`src/mtbr_pkg.sv`:
```
// ============================================================================
// mtbr_pkg
// Shared constants, types and the tempering function for the bounded
// MT19937 random source.
// ============================================================================
package mtbr_pkg;

    // Twister geometry
    localparam int unsigned TW_N      = 624;
    localparam int unsigned TW_M      = 397;
    localparam int unsigned TW_IDX_W  = 10;
    localparam int unsigned WORD_W    = 32;

    // Divider step counter width
    localparam int unsigned DIV_CNT_W = $clog2(WORD_W);

    localparam logic [TW_IDX_W-1:0] TW_LAST     = TW_IDX_W'(TW_N - 1);
    localparam logic [TW_IDX_W-1:0] TW_END      = TW_IDX_W'(TW_N);
    localparam logic [TW_IDX_W-1:0] TW_OFS_FWD  = TW_IDX_W'(TW_M);
    localparam logic [TW_IDX_W-1:0] TW_OFS_BACK = TW_IDX_W'(TW_N - TW_M);

    // Recurrence and seeding constants
    localparam logic [WORD_W-1:0] TW_MATRIX    = 32'h9908_b0df;
    localparam logic [WORD_W-1:0] TW_INIT_MULT = 32'd1812433253;
    localparam logic [WORD_W-1:0] SEED_RESET   = 32'd5489;

    // Tempering masks
    localparam logic [WORD_W-1:0] TEMPER_B = 32'h9d2c_5680;
    localparam logic [WORD_W-1:0] TEMPER_C = 32'hefc6_0000;

    // Commands into the twister state unit
    typedef struct packed {
        logic fill;   // restart seeding from the seed word
        logic req;    // fetch the next word
    } tw_ctrl_t;

    // Status from the twister state unit
    typedef struct packed {
        logic ready;       // idle, can take a request
        logic word_valid;  // word output holds the fetched word this cycle
    } tw_stat_t;

    // Standard four-step tempering
    function automatic logic [WORD_W-1:0] temper(input logic [WORD_W-1:0] w);
        logic [WORD_W-1:0] y;
        y = w;
        y = y ^ (y >> 11);
        y = y ^ ((y << 7) & TEMPER_B);
        y = y ^ ((y << 15) & TEMPER_C);
        y = y ^ (y >> 18);
        return y;
    endfunction

endpackage

```
`src/mtbr_divider.sv`:
```
// ============================================================================
// mtbr_divider
// Restoring radix-2 divider returning the remainder, one quotient bit per
// cycle while busy.
// ============================================================================
module mtbr_divider
    import mtbr_pkg::*;
(
    input  logic              clk,
    input  logic              rst_n,
    input  logic              start,
    input  logic [WORD_W-1:0] dividend,
    input  logic [WORD_W-1:0] divisor,
    output logic              done,
    output logic [WORD_W-1:0] remainder
);

    logic                 busy_reg, busy_next;
    logic                 done_reg, done_next;
    logic [DIV_CNT_W-1:0] cnt_reg, cnt_next;
    logic [WORD_W-1:0]    dvd_reg, dvd_next;
    logic [WORD_W-1:0]    dvs_reg, dvs_next;
    logic [WORD_W-1:0]    rem_reg, rem_next;

    logic [WORD_W:0]      trial;
    logic                 fits;

    // One restoring step: shift in next dividend bit, subtract if it fits
    assign trial = {rem_reg, dvd_reg[WORD_W-1]};
    assign fits  = (trial >= {1'b0, dvs_reg});

    always_comb
    begin
        busy_next = busy_reg;
        done_next = 1'b0;
        cnt_next  = cnt_reg;
        dvd_next  = dvd_reg;
        dvs_next  = dvs_reg;
        rem_next  = rem_reg;

        if (start)
        begin
            busy_next = 1'b1;
            cnt_next  = '0;
            dvd_next  = dividend;
            dvs_next  = divisor;
            rem_next  = '0;
        end
        else if (busy_reg)
        begin
            rem_next = fits ? WORD_W'(trial - {1'b0, dvs_reg}) : trial[WORD_W-1:0];
            dvd_next = dvd_reg << 1;
            cnt_next = cnt_reg + 1'b1;
            if (cnt_reg == DIV_CNT_W'(WORD_W - 1))
            begin
                busy_next = 1'b0;
                done_next = 1'b1;
            end
        end
    end

    // Control registers
    always_ff @(posedge clk or negedge rst_n)
    begin
        if (!rst_n)
        begin
            busy_reg <= 1'b0;
            done_reg <= 1'b0;
            cnt_reg  <= '0;
        end
        else
        begin
            busy_reg <= busy_next;
            done_reg <= done_next;
            cnt_reg  <= cnt_next;
        end
    end

    // Datapath registers
    always_ff @(posedge clk)
    begin
        dvd_reg <= dvd_next;
        dvs_reg <= dvs_next;
        rem_reg <= rem_next;
    end

    assign done      = done_reg;
    assign remainder = rem_reg;

endmodule

```
`config.mk`:
```
export PLATFORM = sky130hd
export DESIGN_NAME = mtbr_divider
export DESIGN_NICKNAME = d
export VERILOG_FILES = /design/src/mtbr_pkg.sv /design/src/mtbr_divider.sv
export SDC_FILE = /design/constraint.sdc
export NUM_CORES = 1
export LEC_CHECK = 0
export ABC_AREA = 0
export BUFFER_PORTS_ARGS = -buffer_cell sky130_fd_sc_hd__buf_2
export CORE_AREA = 2 2 113 115
export DETAILED_ROUTE_END_ITERATION = 8
export DIE_AREA = 0 0 115 117
export MAX_ROUTING_LAYER = met4
export PLACE_DENSITY = 0.73
export SYNTH_ARGS = -nofsm -noshare
export SYNTH_HDL_FRONTEND = slang
export SYNTH_SLANG_ARGS = --single-unit
```
`constraint.sdc`:
```
create_clock -name clk -period 2.6 [get_ports clk]
set_input_delay 0.26 -clock clk [delete_from_list [all_inputs] [get_ports clk]]
set_output_delay 0.26 -clock clk [all_outputs]
set_load 0.01 [all_outputs]
```
=== Word level (Yosys, flattened, before mapping) ===
Index checks and enable logic that the tools add are counted.

* Magnitude comparators: 1
* Reductions and logical operators: 1
* Add/subtract/negate cells: 2
* Multiplexer cells: 11
* Equality and inequality tests: 1

{| class="wikitable"
|+ Operators with widths
! kind !! count
|-
| $mux W32 || 3
|-
| $ge A33 B32 Y1 || 1
|-
| $sub A32 B32 Y32 || 1
|-
| $mux W5 || 2
|-
| $mux W1 || 6
|-
| $add A5 B1 Y5 const B || 1
|-
| $eq A5 B5 Y1 const B || 1
|-
| $reduce_bool A2 Y1 || 1
|}

* Flip-flop bits (word level): 103
* Bits of input ports: 67
* Output and inout bits: 33
* Logic and storage cells: 22

=== Logic depth before layout (Yosys ltp) ===
Gate-level depths: netlist of run 1.

* Word-level depth: 4
* Depth in mapped cells: 12
* Mapped depth without buffers: 12

=== Worst setup path after synthesis of run 1 ===
Ideal clock, no wire load.

* Path kind: register to register
* From: register dvd_reg[31]
* To: register rem_reg[28], in the netlist remainder[28]
* Cell stages (with the launch flop): 13
* Arrival time: 2.758 ns
* Setup slack: -0.245 ns
* Data required time: 2.513 ns
* Library setup time: 0.087 ns
* Buffers on the path: 0
* Clock period less this slack: 2.845 ns
* Path through: edfxtp_1 -> inv_1 -> ha_1 -> inv_1 -> fa_1 -> a21o_1 -> a221oi_2 -> o221ai_1 -> a211o_1 -> a31o_1 -> a21o_1 -> xnor2_1 -> o31ai_1

* Word-level cells in the longest chain between the ends: 2
* Elaborated cells between the ends (all ways): 3
* Those cells by class: 1 x add/sub; 1 x order compare; 1 x mux

{| class="wikitable"
|+ Ends and longest elaborated chain
! what !! line !! source
|-
| start, declared || mtbr_divider.sv:21 || <nowiki>logic [WORD_W-1:0] dvd_reg, dvd_next;</nowiki>
|-
| start signal, assigned || mtbr_divider.sv:82 || <nowiki>dvd_reg <= dvd_next;</nowiki>
|-
| $sub A32 B32 Y32 or $ge A33 B32 Y1 (tied branches) || mtbr_divider.sv:51, mtbr_divider.sv:30 ||
|-
| $mux W32 (*) || mtbr_divider.sv:51 || <nowiki>rem_next = fits ? WORD_W'(trial - {1'b0, dvs_reg}) : trial[WORD_W-1:0];</nowiki>
|-
| end signal, assigned || mtbr_divider.sv:84 || <nowiki>rem_reg <= rem_next;</nowiki>
|-
| end, declared || mtbr_divider.sv:23 || <nowiki>logic [WORD_W-1:0] rem_reg, rem_next;</nowiki>
|}

Mark *: on every way between the ends. The rest lies on a longest branch, timed or not.
A chain may end at the register's enable or synchronous reset.

=== Final worst setup path of run 1 ===
* From: register dvd_reg[31]
* To: register rem_reg[12], in the netlist remainder[12]

The elaborated chain is that of the path after synthesis.

==> results of run 1 <==
-- worst max-delay path: stages (launching register included) --
cell      delay [ns]
edfxtp_1        0.38
inv_1           0.08
ha_2            0.19
inv_2           0.04
fa_2            0.34
a21o_1          0.21
a221oi_4        0.32
buf_6           0.14
o2111a_1        0.20
nor3b_2         0.08
xnor2_1         0.14
or3_4           0.41
a311oi_2        0.25
-- metal layers --
layer,global-route usage (%),vias up
met5,-,-
met4,11.1,0
met3,5.97,36
met2,41.1,169
met1,28.5,2509
li1,-,2578
-- stage by stage --
stage	worst slack (ns)	cells	hold slack [ns]	cell area (sq um)	util, %
4_1_cts	-0.217	954	0.0552	8200	66.6
5_1_grt	-0.399	957	0.0619	8390	68.2
2_1_floorplan	-0.0538	588	-0.0356	6020	-
3_3_place_gp	-0.149	920	0.0944	7450	60.5
6_report	-0.293	957	0.0667	8390	68.2
3_5_place_dp	-0.256	920	0.0998	7450	60.5
-- how the worst max path moves through the flow --
stage	to	slack, ns
floorplan	remainder[28]$_SDFFE_PP0P_	-0.05
global placement	remainder[28]$_SDFFE_PP0P_	-0.15
global route	remainder[28]$_SDFFE_PP0P_	-0.40
finish	remainder[12]$_SDFFE_PP0P_	-0.29
detailed placement	remainder[12]$_SDFFE_PP0P_	-0.26
CTS	remainder[12]$_SDFFE_PP0P_	-0.22
-- power groups by stage --
stage / clock network (mW) / registers, mW / logic (mW)
floorplan: 0 / 1.90 / 0.277
global placement: 0 / 1.91 / 0.468
detailed placement: 0 / 1.91 / 0.484
CTS: 1.43 / 1.88 / 0.521
global route: 1.47 / 1.89 / 0.603
finish: 1.40 / 1.88 / 0.556
-- cells in the mapped netlist (2+ instances only) --
cell type and instances:
edfxtp_1 64, nand2_1 63, nor2_1 55, inv_1 41, a21oi_1 34, ha_1 34
dfxtp_1 32, mux2_2 31, clkbuf_1 20, a311oi_1 19, o21ai_0 17, xnor2_1 17
a211oi_1 14, mux2i_1 13, a21o_1 11, nand3_1 10, xor2_1 10, and3_1 7
dfrtp_1 7, a31oi_1 6, and2_1 6, or3_1 6, nand2b_1 5, o21a_1 5
buf_2 4, o31ai_1 4, a211o_1 3, and4_1 3, nand4_1 3, nor3_1 3
o211ai_1 3, or2_2 3, nor2b_1 2, nor3b_1 2, o21bai_1 2, o221ai_1 2
o311ai_1 2, or4_1 2
-- what timing repair did --
item | CTS | global route
setup buffers | 15 | 6
gates resized for setup | 53 | 37
hold endpoints to repair | 7 | 0
hold buffers | 1 | 0
pin swaps | 48 | 29
setup endpoints to repair | 32 | 32
cloned | 2 | 0
-- layout make-up --
class | instances | area, sq um | share of cell area (%)
clock buffer | 9 | 225 | 2.68
clock inverter | 7 | 77.6 | 0.925
inverter | 41 | 154 | 1.83
multi-input combinational | 418 | 3410 | 40.6
sequential | 103 | 2740 | 32.7
tap | 150 | 188 | 2.24
timing repair buffer | 229 | 1600 | 19.0
-- layout by cell type, fill, tap and decap left out, types with 8 or more instances in the layout --
master / netlist / layout
ha_4: 0 / 11
mux2_2: 31 / 31
buf_4: 1 / 118
clkbuf_16: 0 / 9
xnor2_1: 17 / 17
mux2i_1: 13 / 10
buf_2: 4 / 98
ha_1: 34 / 22
a21o_1: 11 / 11
nand2_1: 63 / 59
inv_1: 41 / 36
dfxtp_1: 32 / 30
a21oi_1: 34 / 23
a311oi_1: 19 / 15
a211oi_1: 14 / 12
nor2_1: 55 / 54
nand3_1: 10 / 8
o21ai_0: 17 / 11
edfxtp_1: 64 / 64
xor2_1: 10 / 10
-- kinds of logic (layout without fill, tap and decap cells) --
logic type	after synthesis	after routing
compound gates	135	135
xor+xnor	27	27
fa+ha+maj	35	35
buf+inv	67	286
flops	103	103
mux	44	44
simple gates	177	177
==> run metrics, run 1 <==
final WL 16100 um; Cell Rows 41; Power Density 457 nW/um^2; reg2reg path depth 12; failing checks setup timing; maxcap violations 0; routed vias/inst 5.53; Total GRT Usage 24.7%; Clock transition at path regs 0.07 ns; First DRT Iteration DRCs 301; Internal Power 2.88 mW; total negative setup slack -2.76 ns; layout cells sized above 1 43.9%; total CTS buffers 9; Ports 100; HP Class input port to register; drt first pass iters 5; clk_skew 0.0123 ns; CTS tree done; Post-Synth Simple-Gate Area 14.0%; gpl congestion 0.903; Reg power frac 49.0%; routed length on met2 7940 um; clock network power share 36.5%; WHS Endpoint dvs_reg[22]$_DFFE_PP_; Post-DRT Antenna Nets 0; Synth area leader edfxtp_1; Mapped Nets 690; FFs w/ async S/R, synth 6.80%; sequential share of the synthesized area 46.0%; routed vias 5292; Power Total 3.83 mW; Sw Share 24.8%; RSZ-0062 raised after global routing yes; Tightest Pin Transition 0.724 ns; area grow syn2layout 41.1%; Pleak 3.77 nW; FILL cells 929; clock buffer depth 2; routed wire length on met3 859 um; Yosys top cell area share 32.3%; xor and xnor area share after synthesis 3.98%; switching power 0.951 mW; crit path max fanout 3; synth unique cells 61; Post-Synthesis Cells 588; vias in the first global route 5400; GR Overflow Total 0; synthesized area per cell 10.1 sq um; yosys warns 0; initial antenna violation count 0; register-to-register setup slack -0.29 ns; Slew Limit Fails 0; Worst Slack Setup Final -0.293 ns; Die Y 117 um; setup violators final 22; effective utilization at floorplan 48.3%; highest clock rate 0.346 GHz; EDFF count, synth 64; HPWL Detailed 11100 um; DIE WIDTH 115 um; largest net degree at the start of global routing 65; Seq cells post-synth 103; critical path class register to register; hold depth 1; CTS sink cnt 103; Crit. Startpoint dvd_reg[31]$_DFFE_PP_; Top Layer Used met4; reg2reg end remainder[12]$_SDFFE_PP0P_; main flop type after synthesis edfxtp_1; metal1 wirelength 6890 um; startpoint types register; slew margin rel. 51.7%; core footprint 12300 sq um; Final min period 2.89 ns; die area 13500 sq um; WL per Instance 16.8 um; Logic pwr share 14.5%; clock root cell clkbuf_16; nets 904; Critical Path RT 2.87 ns; Fin. Hold Viols 0; post-synthesis compound-gate area fraction 15.9%; CP Capture Type register; H-tree depth 3; outcome finished, violations left; Post-Synth Adder-Cell Area 7.49%; Final Cycle Share 111%; CP arrival 3.16 ns; Max VDD drop 0.437 mV; largest family of logic cells by synthesized area compound AO/OA/AOI/OAI gates; global-route wire length before repair 25100 um; Ant. Diodes 0; mapped cell area 5950 sq um; post-synthesis mux area share 8.06%; top post-synthesis cells by area edfxtp_1 32%, dfxtp_1 11%, ha_1 7.2%; IO buf count 99; Clock Latency Late Sink 0.37 ns; DRC viols 0; reg2reg start dvd_reg[31]$_DFFE_PP_; Hold Startpoint divisor[22]
No activity file was read; power rests on OpenSTA's default activity.
==> inputs of run 2 (changes only) <==
- CORE_AREA: 2 2 113 115 -> 10 10 121 123
- DIE_AREA: 0 0 115 117 -> 0 0 131 133
==> run 2 against run 1 <==
  * The run still ends with setup timing left
  * Via count down 1.3%
  * Clock power down 9%
  * Power down 3.5%
  * Clock-buffer cell count up 1
  * Worst hold slack better by 0.0024 ns
  * Critical path depth unchanged
==> run metrics, run 2 (same netlist as run 1, synthesis figures left out) <==
outcome finished, violations left (unchanged); failing checks setup timing (unchanged); Worst Slack Setup Final -0.197 ns (was -0.293 ns); layout cells sized above 1 45.3% (was 43.9%); reg2reg start dvd_reg[31]$_DFFE_PP_ (unchanged); initial antenna violation count 2 (was 0); commonest non-fill, non-tap cell in the layout buf_4 (unchanged); Critical Path RT 2.87 ns (about the same); CTS sink cnt 103 (unchanged); clock root cell clkbuf_16 (unchanged); Die Y 133 um (was 117 um); IO buf count 99 (unchanged); FILL cells 965 (was 929); Internal Power 2.78 mW (was 2.88 mW); clk_skew 0.0120 ns (was 0.0123 ns); Ports 100 (unchanged); nets 899 (was 904); vias in the first global route 5444 (was 5400); maxcap violations 0 (unchanged); HPWL Detailed 12100 um (was 11100 um); die area 17400 sq um (was 13500 sq um); H-tree depth 3 (unchanged); Fin. Hold Viols 0 (unchanged); Clock transition at path regs 0.07 ns (about the same); reg2reg path depth 12 (unchanged); reg2reg end remainder[28]$_SDFFE_PP0P_ (was remainder[12]$_SDFFE_PP0P_); setup violators final 30 (was 22); Power Density 444 nW/um^2 (was 457 nW/um^2); register-to-register setup slack -0.20 ns (was -0.29 ns); gpl congestion 0.934 (was 0.903); HP Class input port to register (unchanged); largest net degree at the start of global routing 105 (was 65); Slew Limit Fails 0 (unchanged); First DRT Iteration DRCs 345 (was 301); core footprint 12400 sq um (was 12300 sq um); Total GRT Usage 19.4% (was 24.7%); Max VDD drop 0.570 mV (was 0.437 mV); routed vias 5221 (was 5292); Clock Latency Late Sink 0.36 ns (was 0.37 ns); crit path max fanout 3 (unchanged); Post-DRT Antenna Nets 0 (unchanged); Sw Share 24.9% (was 24.8%); Logic pwr share 14.7% (was 14.5%); clock network power share 34.5% (was 36.5%); Final Cycle Share 108% (was 111%); RSZ-0062 raised after global routing yes (unchanged); Reg power frac 50.8% (was 49.0%); placed cell count 943 (was 920); Cell Rows 41 (unchanged); clock buffer depth 2 (unchanged); final WL 16700 um (was 16100 um); commonest cells after routing, fill and taps aside 116 x buf_4, 99 x buf_2, 64 x edfxtp_1, 56 x nand2_1, 53 x nor2_1 (was 118 x buf_4, 98 x buf_2, 64 x edfxtp_1, 59 x nand2_1, 54 x nor2_1); switching power 0.921 mW (was 0.951 mW); DRC viols 0 (unchanged); DIE WIDTH 131 um (was 115 um); startpoint types register (unchanged); Hold Startpoint divisor[23] (was divisor[22]); highest clock rate 0.358 GHz (was 0.346 GHz); effective utilization at floorplan 48.1% (was 48.3%); GR Overflow Total 0 (unchanged); routed vias/inst 5.34 (was 5.53); Hold WS 0.0692 ns (was 0.0667 ns); critical path class register to register (unchanged); Power Total 3.70 mW (was 3.83 mW); hold depth 1 (unchanged); WHS Endpoint dvs_reg[23]$_DFFE_PP_ (was dvs_reg[22]$_DFFE_PP_); Pleak 3.71 nW (was 3.77 nW); Final min period 2.80 ns (was 2.89 ns); CTS tree done (unchanged); slew margin rel. 50.6% (was 51.7%); Layout Cells excl Fill 977 (was 957); CP arrival 3.07 ns (was 3.16 ns); drt first pass iters 5 (unchanged); total CTS buffers 9 (unchanged); area grow syn2layout 40.2% (was 41.1%); Tightest Pin Transition 0.741 ns (was 0.724 ns); WL per Instance 17.0 um (was 16.8 um); global-route wire length before repair 26300 um (was 25100 um); CP Capture Type register (unchanged)
## run 2: how the worst max path moves through the flow
stage / startpoint / endpoint / cells after the start / slack [ns]
finish: dvd_reg[31]$_DFFE_PP_ / remainder[28]$_SDFFE_PP0P_ / 12 / -0.20
global route: dvd_reg[31]$_DFFE_PP_ / remainder[28]$_SDFFE_PP0P_ / 12 / -0.36
CTS: dvd_reg[31]$_DFFE_PP_ / remainder[28]$_SDFFE_PP0P_ / 12 / -0.21
detailed placement: dvs_reg[19]$_DFFE_PP_ / remainder[29]$_SDFFE_PP0P_ / 11 / -0.24
global placement: dvd_reg[31]$_DFFE_PP_ / remainder[20]$_SDFFE_PP0P_ / 12 / -0.13
floorplan: dvd_reg[31]$_DFFE_PP_ / remainder[28]$_SDFFE_PP0P_ / 12 / -0.05
## run 2: critical path, cell delays in order (launching register included)
cell and delay, ns:
edfxtp_1 0.38, inv_1 0.07, ha_1 0.15, inv_1 0.05
fa_2 0.34, a21o_1 0.20, a221oi_4 0.31, o221ai_2 0.16
a211o_1 0.33, a31o_1 0.23, a21o_1 0.18, xnor2_1 0.12
o31ai_1 0.18
## run 2: stage by stage
step | instance area, sq um | setup WS [ns] | utilization [%] | TNS [ns]
final | 8340 | -0.197 | 67.4 | -3.55
after global routing | 8330 | -0.356 | 67.4 | -7.28
after floorplan | 6020 | -0.0538 | - | -0.0538
after global placement | 7460 | -0.128 | 60.3 | -1.53
after CTS | 8100 | -0.213 | 65.5 | -1.72
after detailed placement | 7460 | -0.243 | 60.3 | -3.74
## run 2: per-layer routing
layer	share of wire [%]	GRT usage, %
met5	0	-
met4	1.5	5.50
met3	6.9	7.07
met2	49	30.7
met1	42	22.5
## run 2: final cells by class
cell class              count  area (sq um)  area share [%]
clock inverters             6          43.8           0.525
multi-input cells         418          3460            41.5
diodes                      3          7.51          0.0900
flip-flops and latches    103          2740            32.9
clock buffers              10           229            2.75
repair buffers            224          1480            17.8
well taps                 172           215            2.58
inverters                  41           154            1.85
## run 2: repair_timing
item,CTS,global route
endpoints found under the setup margin,31,32
resized for setup,57,43
hold buffers,1,0
pin swaps,46,35
buffers inserted,10,4
gates cloned,1,1
endpoints found under the hold margin,7,0
## run 2: power by group through the flow
stage	Combinational (mW)	Clock, mW	Sequential (mW)
2_1_floorplan	0.277	0	1.90
3_3_place_gp	0.465	0	1.91
3_5_place_dp	0.479	0	1.91
4_1_cts	0.518	1.31	1.88
5_1_grt	0.595	1.38	1.89
6_report	0.545	1.28	1.88
